`src/sv/sab_pkg.sv`:
```
// Shared types, register codes and helper functions for the scaled alpha blit unit.
// Depends on nothing; every other file in the folder uses it by scoped names.
package sab_pkg;

	// Register indexes on the configuration port (byte address is four times the index).
	localparam logic [2:0] REG_POS_X         = 3'd0;
	localparam logic [2:0] REG_POS_Y         = 3'd1;
	localparam logic [2:0] REG_BOX_WIDTH     = 3'd2;
	localparam logic [2:0] REG_BOX_HEIGHT    = 3'd3;
	localparam logic [2:0] REG_SOURCE_WIDTH  = 3'd4;
	localparam logic [2:0] REG_SOURCE_HEIGHT = 3'd5;
	localparam logic [2:0] REG_GLOBAL_ALPHA  = 3'd6;

	// Command codes carried in the input tuser.
	localparam logic CMD_LOAD  = 1'b0;
	localparam logic CMD_BLEND = 1'b1;

	// Width of a scaled source coordinate and of the scaled-coordinate product.
	localparam int QUOT_W = 13;
	localparam int PROD_W = 25;
	localparam int COORD_W = 10;

	// Configuration registers as seen by the datapath.
	typedef struct packed {
		logic signed [12:0] pos_x;
		logic signed [12:0] pos_y;
		logic [11:0]        box_width;
		logic [11:0]        box_height;
		logic [12:0]        source_width;
		logic [12:0]        source_height;
		logic [7:0]         global_alpha;
	} sab_cfg_t;

	// Per-item information that travels beside the scaling divider.
	typedef struct packed {
		logic                  cmd;
		logic                  ok;
		logic [11:0]           load_index;
		logic [31:0]           data;
		logic [COORD_W-1:0]    dx;
		logic [COORD_W-1:0]    dy;
	} sab_side_t;

	// Truncating division by 255, exact for every value up to 255 * 255.
	function automatic logic [7:0] div255(input logic [15:0] x);
		logic [16:0] sum;
		sum = 17'(x) + 17'(x[15:8]) + 17'd1;
		return sum[15:8];
	endfunction

endpackage

```
`src/sv/sab_front.sv`:
```
// Input stage of the scaled alpha blit unit: decode, box and clip checks, scale products.
// Depends on sab_pkg.
module sab_front #(
	parameter int DEST_WIDTH  = 1024,
	parameter int DEST_HEIGHT = 1024
) (
	input  logic                          clk,
	input  logic                          arst_n,
	input  logic                          adv,
	input  sab_pkg::sab_cfg_t             cfg,
	input  logic                          in_valid,
	input  logic                          command,
	input  logic [11:0]                   load_index,
	input  logic [31:0]                   load_pixel,
	input  logic [11:0]                   box_row,
	input  logic [11:0]                   box_col,
	input  logic [31:0]                   dest_pixel,
	output logic                          valid_s1,
	output sab_pkg::sab_side_t            side_s1,
	output logic [sab_pkg::PROD_W-1:0]    prod_y_s1,
	output logic [sab_pkg::PROD_W-1:0]    prod_x_s1
);

	localparam int PROD_W = sab_pkg::PROD_W;

	logic signed [13:0] dx;
	logic signed [13:0] dy;
	logic               clipped;
	logic               rejected;

	// Destination position and clipping against the destination size.
	always_comb begin
		dx = 14'(cfg.pos_x) + $signed({2'b00, box_col});
		dy = 14'(cfg.pos_y) + $signed({2'b00, box_row});
		clipped = dx[13] || dy[13] ||
			(dx[12:0] >= 13'(DEST_WIDTH)) || (dy[12:0] >= 13'(DEST_HEIGHT));
		rejected = (cfg.box_width == '0) || (cfg.box_height == '0) ||
			(cfg.global_alpha == '0) || (box_row >= cfg.box_height) ||
			(box_col >= cfg.box_width) || clipped;
	end

	// Valid bit of the first stage.
	always_ff @(posedge clk or negedge arst_n) begin
		if (!arst_n) begin
			valid_s1 <= 1'b0;
		end else if (adv) begin
			valid_s1 <= in_valid;
		end
	end

	// Payload of the first stage, with the two scale products.
	always_ff @(posedge clk) begin
		if (adv) begin
			side_s1.cmd        <= command;
			side_s1.ok         <= (command == sab_pkg::CMD_BLEND) && !rejected;
			side_s1.load_index <= load_index;
			side_s1.data       <= (command == sab_pkg::CMD_LOAD) ? load_pixel : dest_pixel;
			side_s1.dx         <= dx[sab_pkg::COORD_W-1:0];
			side_s1.dy         <= dy[sab_pkg::COORD_W-1:0];
			prod_y_s1          <= PROD_W'(box_row) * PROD_W'(cfg.source_height);
			prod_x_s1          <= PROD_W'(box_col) * PROD_W'(cfg.source_width);
		end
	end

endmodule

```
`config.mk`:
```
export PLATFORM = sky130hd
export DESIGN_NAME = sab_front
export DESIGN_NICKNAME = d
export VERILOG_FILES = /design/src/sv/sab_pkg.sv /design/src/sv/sab_front.sv
export SDC_FILE = /design/constraint.sdc
export NUM_CORES = 1
export LEC_CHECK = 0
export BUFFER_PORTS_ARGS = -buffer_cell sky130_fd_sc_hd__buf_2
export CORE_ASPECT_RATIO = 0.8
export CORE_MARGIN = 3
export CORE_UTILIZATION = 58
export DETAILED_ROUTE_END_ITERATION = 6
export PLACE_DENSITY_LB_ADDON = 0.1
export SYNTH_ARGS = -nofsm -noshare
export SYNTH_HDL_FRONTEND = slang
export SYNTH_SLANG_ARGS = --single-unit
```
`constraint.sdc`:
```
create_clock -name clk -period 0.8 [get_ports clk]
set_input_delay 0.08 -clock clk [delete_from_list [all_inputs] [get_ports clk]]
set_output_delay 0.08 -clock clk [all_outputs]
set_load 0.01 [all_outputs]
```
# --- Yosys cells after proc, flatten, opt, wreduce, memory -nomap -nowiden ---
# Cells that the tools add are included.
word_totals:
  output_inout_bits: 117
  in_bits: 189
  register_bits: 117
classes:
  multipliers: 2
  n_addsub: 2
  reduce_logical: 13
  n_mux: 1
  magnitude_cmp: 4
op_table:
  columns: ["cell", "n"]
  rows:
  - ["12-bit by 13-bit multiplier with 25-bit output", 2]
  - ["32-bit 2-to-1 mux", 1]
  - ["13-bit by 13-bit adder with 14-bit output", 2]
  - ["13-bit by 11-bit >= comparator with 1-bit output (second input constant)", 2]
  - ["12-bit >= comparator", 2]
  - ["12-bit zero test", 2]
  - ["8-bit zero test", 1]
  - ["1-bit logical OR", 8]
  - ["1-bit logical AND", 1]
  - ["1-bit zero test", 1]

# --- Longest topological paths before layout ---
logic_depth:
  depth_word: 8
  ltp_mapped: 21
  depth_no_buf: 20

# --- Worst setup path before layout ---
# Ideal clock, no wire load.
synth_timing:
  path_type: "in2reg"
  from: "input box_col[3]"
  to: "register prod_x_s1[24] (netlist bit), data pin"
  arrival_time_ns: 4.812
  cell_stages: 19
  path_buffers: 1
  setup_slack_ns: -4.272
  setup_ns: 0.260
  path_cell_list: "clkbuf_1 -> nand2_1 -> fa_1 -> fa_1 -> inv_1 -> fa_1 -> fa_1 -> inv_1 -> fa_1 -> inv_1 -> ha_1 -> and2_4 -> a221o_1 -> a21oi_2 -> a21oi_1 -> o31ai_4 -> o2111ai_1 -> a21oi_1 -> xnor2_1"
synth_via:
  elab_chain_len: 1
synth_lines:
  columns: ["element", "line_no", "text"]
  rows:
  - ["from (decl)", "sab_front.sv:16", "input logic [11:0] box_col,"]
  - ["12-bit by 13-bit multiplier with 25-bit output", "sab_front.sv:61", "prod_x_s1 <= PROD_W'(box_col) * PROD_W'(cfg.source_width);"]
  - ["to (signal assigned)", "sab_front.sv:61", null]
  - ["to (decl)", "sab_front.sv:21", "output logic [sab_pkg::PROD_W-1:0] prod_x_s1"]
# Every way passes these cells.
# A chain may end at the register's enable or synchronous reset.

# --- Worst setup path in the final report ---
layout_timing:
  from: "input box_col[6]"
  to: "register prod_x_s1[23] (netlist bit), data pin"
# The elaborated chain is that of the path after synthesis.

==> metrics.txt <==
setup TNS -174990 ps; Avg Inst Size Synth 9.82 um^2; Yosys reg bits 117; latest clock arrival within the worst-skew pair 430 ps; skew final 0 ps; CTS Root Cell clkbuf_16; Yosys warning total 0; post-route ant nets 0; power per cell area 3840 nW/um^2; worst hold margin -40.4 ps; Max Clock Freq 0.211 GHz; Final min period 4740 ps; drt drc 2; maximum vdd ir drop 3450 uV; First-pass DRT Iterations 7; simple-gate portion of the synthesized area 14.0%; total die area 29100 um^2; number of global-route vias before repair 15100; predominant post-synthesis flop cell edfxtp_1; NetSw 40300 uW; Max-slew headroom 49.4%; initial core utilization 59.4%; measured slew at the worst slew-check pin 740 ps; post-synthesis compound-gate area fraction 6.76%; Setup WS post-layout -3940 ps; Port Buffers 305; I/O pin count 306; WL final 58100 um; Critical Path Start box_col[6]; Core Box Area 26500 um^2; Final setup viols 201; final net count 2815; Reg2Reg Launch Point valid_s1; Distinct cells, synth 61; placed standard-cell area 20300 um^2; Final Max Tran Viols 0; Die Width 190 um; mux cell area share after synthesis 2.44%; Hold Crit Class primary input to register; Sw Share 44.8%; count of final hold-check violations 23; Comb pwr share 78.4%; main combinational cell family by area after synthesis adder cells; sequential group share of total power 11.9%; Sink Count 117; CP Capture Type register; top-count cell post-synth inv_1; ys async rst share 0.855%; routability congestion estimate 0.930; post-route cell area 23400 um^2; vias 14800; initial antenna violation count 3; Mapped Area 15700 um^2; Crit Path Category primary input to register; vias per cell 5.69; Internal Power 49600 uW; Initial DRC Count 1363; startpoint types primary input; first-pass GRT wire length 80900 um; Synth area leaders fa_1 (28%), edfxtp_1 (22%), ha_1 (14%); failing checks design-rule violations, negative hold slack, negative setup slack; Seq/Total Area, Yosys 22.3%; Tcrit/Tclk final 593%; outcome complete, but fails checks; GR Overflow Total 0; worst path required time 950 ps; XOR/XNOR share of the synthesized area 2.73%; clock share of power 9.7%; top cell type's share of synthesized area 28.3%; DR WL/cell 22.3 um; Crit Path Max Fanout 6; worst r2r dst valid_s1; leak pwr 0.0115 uW; area delta synth->final 49.0%; CTS tree done; largest area contributor in the netlist fa_1; Adder-Cell Fraction of Synth Area 42.2%; net count after synthesis 2184; EDFF count, synth 116; most instantiated cells after synthesis inv_1 (345), fa_1 (222), nand2_1 (216); share of post-route cells with drive strength above 1 43.9%; crit path to prod_x_s1[23]; H-tree levels 4; CP Data Arrival Time 4900 ps; Max-Cap Viols 0; number of CTS-inserted buffers 17; post-DP HPWL 37100 um; Worst-path clk slew 70 ps; FF-to-FF path depth 1; largest net degree at the start of global routing 34; deepest clock path buffer count 2; cells after synthesis 1599; num rows 53; Reg2Reg Setup Slack 50 ps; unrepaired setup endpoints after global routing true; Die Y 153 um; gr usage total 35.7%
==> flip-flops by register name (all words and copies together), names as in the netlist <==
signal,flops
prod_x_s1,25
valid_s1,1
side_s1,66
prod_y_s1,25
==> worst max-delay path, cell delays in order <==
cell	delay, ps
buf_12	120
and2_4	130
fa_1	590
inv_2	50
fa_2	560
inv_2	40
fa_2	350
fa_1	500
inv_1	60
fa_1	500
inv_2	50
ha_4	210
and2_4	140
a221o_1	390
nor2_4	160
o31ai_4	100
a2111oi_4	460
o21ai_2	130
nand4_1	180
nand3_2	80
==> final cells by class <==
cell class	count	area, um^2
clock inverter	15	181
multi-input combinational	1083	12400
fill	1197	3060
clock buffer	17	425
tap	357	447
inverter	345	1290
sequential	117	3510
timing repair buffer	666	5130
antenna	3	7.51
==> routing by layer <==
layer	wire, um	vias up	global-route usage, %
li1	-	6335	-
met2	27000	958	57.9
met5	0	-	0
met4	3210	0	12.5
met3	5160	260	7.43
met1	22700	7252	48.1
==> what timing repair did <==
item / 4_1_cts / 5_1_grt
pin swaps: 107 / 93
endpoints found under the setup margin: 214 / 214
setup buffers: 32 / 40
resized for setup: 259 / 145
hold buffers: 39 / 4
hold endpoints to repair: 48 / 26
==> worst min path at each step <==
stage	endpoint	slack [ps]	start	cells past startpoint
after floorplan	valid_s1	-220	arst_n	0
after global placement	valid_s1	-150	arst_n	1
after detailed placement	valid_s1	-140	arst_n	1
after CTS	side_s1[40]	-50	load_pixel[20]	2
after global routing	side_s1[41]	-50	load_pixel[21]	2
final	side_s1[34]	-40	load_pixel[14]	2
==> metrics by stage <==
step | total power, uW | setup slack, ps | instances | util, %
finish | 89900 | -3940 | 2603 | 88.4
global route | 94400 | -4010 | 2602 | 88.4
CTS | 79200 | -3690 | 2572 | 85.2
detailed placement | 64400 | -4330 | 2475 | 76.9
global placement | 62700 | -4240 | 2475 | 76.9
floorplan | 45100 | -4000 | 1599 | -
==> placed cells by master, fill, tap and decap left out, types with 9 or more instances in the layout <==
master         instances
nand2_2               29
fa_2                  20
edfxtp_1             116
xnor2_1               35
inv_1                301
a21oi_1               20
ha_4                  49
buf_12                18
buf_8                 19
inv_2                 44
o21a_1                11
a21oi_2               22
o21ai_0               17
a21oi_4                9
buf_2                261
nand2_4               17
nor2_1                22
buf_6                 83
dlygate4sd3_1         43
nand3_1               11
clkbuf_16             17
mux2_4                30
buf_4                242
nand2b_1              10
ha_1                 119
a21o_1                11
nand2_1              170
and2_1                96
and2_4                24
nor4_1                 9
fa_1                 202
==> cells by family after synthesis <==
group / Yosys count
AND/OR/NAND/NOR: 452
XOR/XNOR: 49
flip-flops: 117
adder cells (fa/ha/maj): 396
AO/OA/AOI/OAI: 152
multiplexers: 34
buffers and inverters: 399
==> power groups by stage <==
stage	Sequential [uW]	Clock (uW)	Combinational, uW
after floorplan	11600	0	33500
after global placement	10700	0	52000
after detailed placement	10700	0	53600
after CTS	10600	8560	60000
after global routing	10800	8930	74700
final	10700	8720	70400
Power figures use the tool's default switching activity.
