**src/sv/sab_pkg.sv**
```systemverilog
// Shared types, register codes and helper functions for the scaled alpha blit unit.
// Depends on nothing; every other file in the folder uses it by scoped names.
package sab_pkg;

	// Register indexes on the configuration port (byte address is four times the index).
	localparam logic [2:0] REG_POS_X         = 3'd0;
	localparam logic [2:0] REG_POS_Y         = 3'd1;
	localparam logic [2:0] REG_BOX_WIDTH     = 3'd2;
	localparam logic [2:0] REG_BOX_HEIGHT    = 3'd3;
	localparam logic [2:0] REG_SOURCE_WIDTH  = 3'd4;
	localparam logic [2:0] REG_SOURCE_HEIGHT = 3'd5;
	localparam logic [2:0] REG_GLOBAL_ALPHA  = 3'd6;

	// Command codes carried in the input tuser.
	localparam logic CMD_LOAD  = 1'b0;
	localparam logic CMD_BLEND = 1'b1;

	// Width of a scaled source coordinate and of the scaled-coordinate product.
	localparam int QUOT_W = 13;
	localparam int PROD_W = 25;
	localparam int COORD_W = 10;

	// Configuration registers as seen by the datapath.
	typedef struct packed {
		logic signed [12:0] pos_x;
		logic signed [12:0] pos_y;
		logic [11:0]        box_width;
		logic [11:0]        box_height;
		logic [12:0]        source_width;
		logic [12:0]        source_height;
		logic [7:0]         global_alpha;
	} sab_cfg_t;

	// Per-item information that travels beside the scaling divider.
	typedef struct packed {
		logic                  cmd;
		logic                  ok;
		logic [11:0]           load_index;
		logic [31:0]           data;
		logic [COORD_W-1:0]    dx;
		logic [COORD_W-1:0]    dy;
	} sab_side_t;

	// Truncating division by 255, exact for every value up to 255 * 255.
	function automatic logic [7:0] div255(input logic [15:0] x);
		logic [16:0] sum;
		sum = 17'(x) + 17'(x[15:8]) + 17'd1;
		return sum[15:8];
	endfunction

endpackage

```
**src/sv/sab_divider.sv**
```systemverilog
// Pipelined restoring dividers for the nearest-neighbour scale, one quotient bit per stage.
// Depends on sab_pkg.
module sab_divider (
	input  logic                          clk,
	input  logic                          arst_n,
	input  logic                          adv,
	input  logic [11:0]                   div_y,
	input  logic [11:0]                   div_x,
	input  logic                          valid_in,
	input  sab_pkg::sab_side_t            side_in,
	input  logic [sab_pkg::PROD_W-1:0]    num_y,
	input  logic [sab_pkg::PROD_W-1:0]    num_x,
	output logic                          valid_out,
	output sab_pkg::sab_side_t            side_out,
	output logic [sab_pkg::QUOT_W-1:0]    quot_y,
	output logic [sab_pkg::QUOT_W-1:0]    quot_x
);

	localparam int QW = sab_pkg::QUOT_W;
	localparam int NW = sab_pkg::PROD_W;

	// Stage k holds the partial remainders after the top k+1 quotient bits.
	logic               valid_s [QW];
	sab_pkg::sab_side_t side_s  [QW];
	logic [NW-1:0]      rem_y_s [QW];
	logic [NW-1:0]      rem_x_s [QW];
	logic [QW-1:0]      q_y_s   [QW];
	logic [QW-1:0]      q_x_s   [QW];

	logic [NW-1:0]      rem_y_cur [QW];
	logic [NW-1:0]      rem_x_cur [QW];
	logic [QW-1:0]      q_y_cur   [QW];
	logic [QW-1:0]      q_x_cur   [QW];

	logic [NW-1:0]      rem_y_nx [QW];
	logic [NW-1:0]      rem_x_nx [QW];
	logic [QW-1:0]      q_y_nx   [QW];
	logic [QW-1:0]      q_x_nx   [QW];

	// Operands seen by each trial stage: the inputs for the first, the previous stage after.
	always_comb begin
		rem_y_cur[0] = num_y;
		rem_x_cur[0] = num_x;
		q_y_cur[0]   = '0;
		q_x_cur[0]   = '0;
		for (int k = 1; k < QW; k++) begin
			rem_y_cur[k] = rem_y_s[k-1];
			rem_x_cur[k] = rem_x_s[k-1];
			q_y_cur[k]   = q_y_s[k-1];
			q_x_cur[k]   = q_x_s[k-1];
		end
	end

	// One trial subtraction per stage and per axis.
	always_comb begin
		for (int k = 0; k < QW; k++) begin
			logic [NW-1:0] dsh_y;
			logic [NW-1:0] dsh_x;
			dsh_y = NW'(div_y) << (QW - 1 - k);
			dsh_x = NW'(div_x) << (QW - 1 - k);
			rem_y_nx[k] = rem_y_cur[k];
			rem_x_nx[k] = rem_x_cur[k];
			q_y_nx[k]   = q_y_cur[k];
			q_x_nx[k]   = q_x_cur[k];
			if (rem_y_cur[k] >= dsh_y) begin
				rem_y_nx[k]          = rem_y_cur[k] - dsh_y;
				q_y_nx[k][QW-1-k]    = 1'b1;
			end
			if (rem_x_cur[k] >= dsh_x) begin
				rem_x_nx[k]          = rem_x_cur[k] - dsh_x;
				q_x_nx[k][QW-1-k]    = 1'b1;
			end
		end
	end

	// Valid bits of the divider stages.
	always_ff @(posedge clk or negedge arst_n) begin
		if (!arst_n) begin
			for (int k = 0; k < QW; k++) begin
				valid_s[k] <= 1'b0;
			end
		end else if (adv) begin
			valid_s[0] <= valid_in;
			for (int k = 1; k < QW; k++) begin
				valid_s[k] <= valid_s[k-1];
			end
		end
	end

	// Payload of the divider stages.
	always_ff @(posedge clk) begin
		if (adv) begin
			side_s[0] <= side_in;
			for (int k = 1; k < QW; k++) begin
				side_s[k] <= side_s[k-1];
			end
			for (int k = 0; k < QW; k++) begin
				rem_y_s[k] <= rem_y_nx[k];
				rem_x_s[k] <= rem_x_nx[k];
				q_y_s[k]   <= q_y_nx[k];
				q_x_s[k]   <= q_x_nx[k];
			end
		end
	end

	assign valid_out = valid_s[QW-1];
	assign side_out  = side_s[QW-1];
	assign quot_y    = q_y_s[QW-1];
	assign quot_x    = q_x_s[QW-1];

endmodule

```
**config.mk**
```make
export PLATFORM = sky130hd
export DESIGN_NAME = sab_divider
export DESIGN_NICKNAME = d
export VERILOG_FILES = /design/src/sv/sab_pkg.sv /design/src/sv/sab_divider.sv
export SDC_FILE = /design/constraint.sdc
export NUM_CORES = 2
export LEC_CHECK = 0
export BUFFER_PORTS_ARGS = -buffer_cell sky130_fd_sc_hd__buf_2
export CORE_ASPECT_RATIO = 0.5
export CORE_MARGIN = 2
export CORE_UTILIZATION = 40
export DETAILED_ROUTE_END_ITERATION = 10
export HOLD_SLACK_MARGIN = 0.05
export SLEW_MARGIN = 20
export SYNTH_ARGS = -nofsm -noshare
export SYNTH_HDL_FRONTEND = slang
export SYNTH_SLANG_ARGS = --single-unit
export TNS_END_PERCENT = 1
```
**constraint.sdc**
```tcl
create_clock -name clk -period 3.65 [get_ports clk]
set_input_delay 0.1825 -clock clk [delete_from_list [all_inputs] [get_ports clk]]
set_output_delay 0.1825 -clock clk [all_outputs]
set_load 0.03 [all_outputs]
```
Word-level counts from Yosys, hierarchy flattened
Memory sizes are Yosys's and may differ from the RTL's.
Cells that the tools add are included.
{"block": "op_classes", "n_lt_le_gt_ge": 26, "add_sub_neg": 26, "mux": 54}
{"cell": "two-way mux 25 bit", "n": 26}
{"cell": ">= comparator 25 x 12 -> 1 bit", "n": 2}
{"cell": ">= comparator 25 x 13 -> 1 bit", "n": 2}
{"cell": ">= comparator 25 x 14 -> 1 bit", "n": 2}
{"cell": ">= comparator 25 x 15 -> 1 bit", "n": 2}
{"cell": ">= comparator 25 x 16 -> 1 bit", "n": 2}
{"cell": ">= comparator 25 x 17 -> 1 bit", "n": 2}
{"cell": ">= comparator 25 x 18 -> 1 bit", "n": 2}
{"cell": ">= comparator 25 x 19 -> 1 bit", "n": 2}
{"cell": ">= comparator 25 x 20 -> 1 bit", "n": 2}
{"cell": ">= comparator 25 x 21 -> 1 bit", "n": 2}
{"cell": ">= comparator 25 x 22 -> 1 bit", "n": 2}
{"cell": ">= comparator 25 x 23 -> 1 bit", "n": 2}
{"cell": ">= comparator 25 x 24 -> 1 bit", "n": 2}
{"cell": "subtractor 25 x 12 -> 25 bit", "n": 2}
{"cell": "subtractor 25 x 13 -> 25 bit", "n": 2}
{"cell": "subtractor 25 x 14 -> 25 bit", "n": 2}
{"cell": "subtractor 25 x 15 -> 25 bit", "n": 2}
{"cell": "subtractor 25 x 16 -> 25 bit", "n": 2}
{"cell": "subtractor 25 x 17 -> 25 bit", "n": 2}
{"cell": "subtractor 25 x 18 -> 25 bit", "n": 2}
{"cell": "subtractor 25 x 19 -> 25 bit", "n": 2}
{"cell": "subtractor 25 x 20 -> 25 bit", "n": 2}
{"cell": "subtractor 25 x 21 -> 25 bit", "n": 2}
{"cell": "4 further kinds", "n": 34}
{"block": "totals", "ramBits": 1846, "memories": 5, "input_bits": 144, "regBits": 13}
{"memory": "side_s", "words": 13, "word_bits": 66, "rd": 13, "rd_ports_with_merged_regs": 0, "write_ports": 13, "line": "sab_divider.sv:24", "source": "sab_pkg::sab_side_t side_s [QW];"}
{"memory": "rem_x_s", "words": 13, "word_bits": 25, "rd": 12, "rd_ports_with_merged_regs": 0, "write_ports": 13, "line": "sab_divider.sv:26", "source": "logic [NW-1:0] rem_x_s [QW];"}
{"memory": "rem_y_s", "words": 13, "word_bits": 25, "rd": 12, "rd_ports_with_merged_regs": 0, "write_ports": 13, "line": "sab_divider.sv:25", "source": "logic [NW-1:0] rem_y_s [QW];"}
{"memory": "q_x_s", "words": 13, "word_bits": 13, "rd": 13, "rd_ports_with_merged_regs": 0, "write_ports": 13, "line": "sab_divider.sv:28", "source": "logic [QW-1:0] q_x_s [QW];"}
{"memory": "q_y_s", "words": 13, "word_bits": 13, "rd": 13, "rd_ports_with_merged_regs": 0, "write_ports": 13, "line": "sab_divider.sv:27", "source": "logic [QW-1:0] q_y_s [QW];"}

Depth between registers and ports, before layout
An unclocked memory read counts as a cell.
{"block": "logic_depth", "ltp_word": 3, "ltp_mapped": 14, "depth_no_buf": 13}

Worst setup path after synthesis
No wires, ideal clock.
{"block": "synth_timing", "kind": "flip-flop to flip-flop", "start": "mem rem_y_s[2][51] in the netlist's numbering", "end": "mem rem_y_s[2][77] in the netlist's numbering (data pin)", "t_required_ns": 3.390, "t_arrival_ns": 2.726, "setup_ns": 0.260, "slack_ns": 0.664, "n_path_buf": 1, "path_stages_with_launch": 12, "path_cell_list": "edfxtp_1 -> inv_1 -> ha_1 -> inv_1 -> fa_1 -> a21o_1 -> a21oi_1 -> o221ai_1 -> nor2b_1 -> nor4b_2 -> buf_2 -> mux2_2"}
{"element": "from (decl)", "line": "sab_divider.sv:25"}

==> flow_summary.json <==
{
  "hp-class": "in -> reg",
  "final.min_clock_period_ns": 3.37,
  "layoutNonFillerInstCount": 7706,
  "synthArstFlopShare_pct": 0.786,
  "combPwrFrac_pct": 22.4,
  "n_antenna_cell": 0,
  "switching_share_pct": 28.3,
  "p_switching_uw": 15300,
  "avgSynthCellArea_um2": 14.9,
  "yosys_warnings": 0,
  "crit_path_end_kind": "flop",
  "final_cell_mix": "1640 x edfxtp_1, 312 x ha_1, 299 x o21ai_0, 299 x nand2_1, 265 x nor2_1",
  "wl_per_cell_um": 17.4,
  "io_pins": 237,
  "htreeDepth": 4,
  "num-nets-final": 5759,
  "ys.flop_type": "edfxtp_1",
  "fp.dieW_um": 597,
  "final_common_cell": "edfxtp_1",
  "clk-insertion-delay-late_ns": 0.79,
  "synthDominantCellAreaShare_pct": 69.9,
  "cts.clk_slew.worst_paths_ns": 0.07,
  "max_stage_delay_ns": 0.46,
  "fill_cells": 14954,
  "grt_max_degree": 114,
  "crit_path_frequent_cell": "inv_1",
  "drive_gt1_share_pct": 12.6,
  "critPathKind": "reg -> reg",
  "worst_pin_slew_ns": 0.819,
  "yosys-top-cells-area": "edfxtp_1 70%, ha_1 5.5%, xor2_1 2.2%, o21ai_0 2.1%, xnor2_1 2.0%",
  "setup_tns_ns": 0,
  "clk_path_buf_depth": 4,
  "dr.pass1.iters": 7,
  "p_clk_share_pct": 29.1,
  "setup-violations-final": 0,
  "dpl.cell_count": 7272,
  "vias": 39374,
  "synthCells": 4718,
  "max-vdd-ir-drop_mv": 0.323,
  "synth_area_leader_cell": "edfxtp_1",
  "cts_buffers": 158,
  "die_area_um2": 180000,
  "outcome": "completed",
  "leakagePower_uw": 0.0293,
  "antenna_found_initial": 1,
  "overflow": 0,
  "postSynthNetCount": 5198,
  "die_y_um": 301,
  "place_congestion": 0.885,
  "grt_pass1_vias": 39535,
  "remaining_drc_errors": 0,
  "cts_num_sinks": 1653,
  "internal-power_uw": 38700,
  "grt_use_total_pct": 14.7,
  "vias_per_cell": 5.11,
  "hold_viol_final": 0,
  "grt_pass1_wl_mm": 212,
  "multiInputGateArea_um2": 19600,
  "wl_mm": 134,
  "ys_types": 79,
  "startpoint_type": "flop",
  "seqPwrFrac_pct": 48.6,
  "syn_area_um2": 70400,
  "fmax_mhz": 297,
  "cts-root-buf": "clkbuf_16",
  "arrival_ns": 3.90,
  "relSlewSlack_pct": 44.7,
  "crit_buf_inv": 3,
  "start_util_pct": 40.4,
  "finalCritPeriodShare_pct": 92.2,
  "maxSlewViolCount": 0,
  "path_cells": "inv_1 > ha_1 > inv_1 > fa_1 > a21o_1 > a21oi_1 > o22ai_1 > o311a_1 > nor3_4 > buf_4 > mux2_2",
  "fin_skew_ns": 0.0541,
  "areaGrowthSynthToFinish_pct": 16.0,
  "core_um2": 174000,
  "cts_tree": "yes",
  "synth_edf_count": 1640,
  "ys_ff_latch": 1653,
  "io_buffers": 236,
  "required_ns": 4.18,
  "drt_iter0_drc": 2751,
  "slowest_stage": "o311a_1",
  "fp-row-count": 108,
  "cp_max_fo": 15,
  "drv_cap": 0,
  "yosysSeqAreaShare_pct": 70.4,
  "ant_nets": 0,
  "seq_area_um2": 49600,
  "crit_family": "compound AO/OA/AOI/OAI gates",
  "rsz0062_at_grt": "false",
  "powerDensity_nw_per_um2": 661,
  "dp_hpwl_mm": 91.9
}
==> cell usage after synthesis, drive strengths merged (24+ instances only) <==
master and instances:
edfxtp 1640, ha 312, o21ai 301, nand2 299
nor2 265, a21oi 210, xor2 176, xnor2 160
inv 147, nor3 92, a21o 87, o21a 81
nor4 78, buf 76, nand2b 72, nor2b 64
mux2 63, clkbuf 55, nand3 49, nand4 40
o31ai 31, or3 30, a211oi 26, fa 24
nand4b 24
==> metal layers <==
layer | part of all wire, % | vias to the layer above | track usage, % | wire, um
li1 | - | 19147 | - | -
met1 | 44 | 19172 | 18.9 | 58700
met2 | 49 | 787 | 25.4 | 66300
met3 | 4.0 | 268 | 2.68 | 5370
met4 | 2.9 | 0 | 4.71 | 3960
met5 | 0 | - | 0 | 0
==> final timing paths <==
path / startpoint / to / slack (ns) / cells after the start
worst max-delay path: rem_y_s[1][55] / rem_y_s[1][81] / 0.28 / 11
max in group asynchronous: arst_n / valid_s[8] / 2.80 / 3
worst min register to register: side_s[1][228] / side_s[1][294] / 0.38 / 0
worst max register to register: rem_y_s[1][55] / rem_y_s[1][81] / 0.28 / 11
min in group asynchronous: arst_n / valid_s[11] / 0.46 / 3
worst min-delay path: side_in[7] / side_s[0][7] / 0.12 / 2
==> cell type report <==
type	instances	share of cell area, %
Inverter	147	0.676
Tap cell	2310	3.54
Timing Repair Buffer	532	5.14
Multi-Input combinational cell	2787	24.0
Clock inverter	86	0.904
Sequential cell	1653	60.7
Clock buffer	191	5.07
==> state kept, by name, indices dropped and copies added (netlist names) <==
name       cells
side_s       858
valid_out      1
rem_y_s      300
q_x_s         91
rem_x_s      300
valid_s       12
q_y_s         91
==> power by group through the flow <==
stage / sequential [uW] / combinational [uW] / clock (uW)
6_report: 26200 / 12100 / 15700
5_1_grt: 26500 / 13500 / 17100
4_1_cts: 26200 / 12000 / 16300
3_5_place_dp: 26600 / 11800 / 0
3_3_place_gp: 26600 / 11500 / 0
2_1_floorplan: 25900 / 8950 / 0
==> kinds of logic (layout without fill, tap and decap cells) <==
| logic type | count (synthesis) | in the layout | share of synthesized area (%) |
|---|---|---|---|
| buf+inv | 278 | 956 | 1.85 |
| simple gates | 1133 | 1133 | 8.16 |
| xor+xnor | 336 | 336 | 4.18 |
| compound gates | 906 | 906 | 8.00 |
| mux | 76 | 76 | 1.19 |
| flops | 1653 | 1653 | 70.4 |
| fa+ha+maj | 336 | 336 | 6.23 |
==> timing repair <==
action,CTS,global route
hold buffers,157,0
endpoints found under the hold margin,216,0
endpoints found under the setup margin,0,1
gates resized for setup,0,1
buffers inserted,0,0
==> per-stage QoR <==
stage / cell area [um2] / worst slack [ns] / power [uW] / hold WS, ns / util, %
finish: 81700 / 0.284 / 54000 / 0.123 / 46.9
global route: 81700 / 0.0887 / 57100 / 0.0584 / 46.9
CTS: 81700 / 0.220 / 54600 / 0.0508 / 46.9
detailed placement: 75200 / 0.187 / 38400 / 0.0820 / 43.2
global placement: 75200 / 0.236 / 38000 / 0.0697 / 43.2
floorplan: 70400 / 0.664 / 34800 / -0.113 / -
No activity file was read; power rests on OpenSTA's default activity.
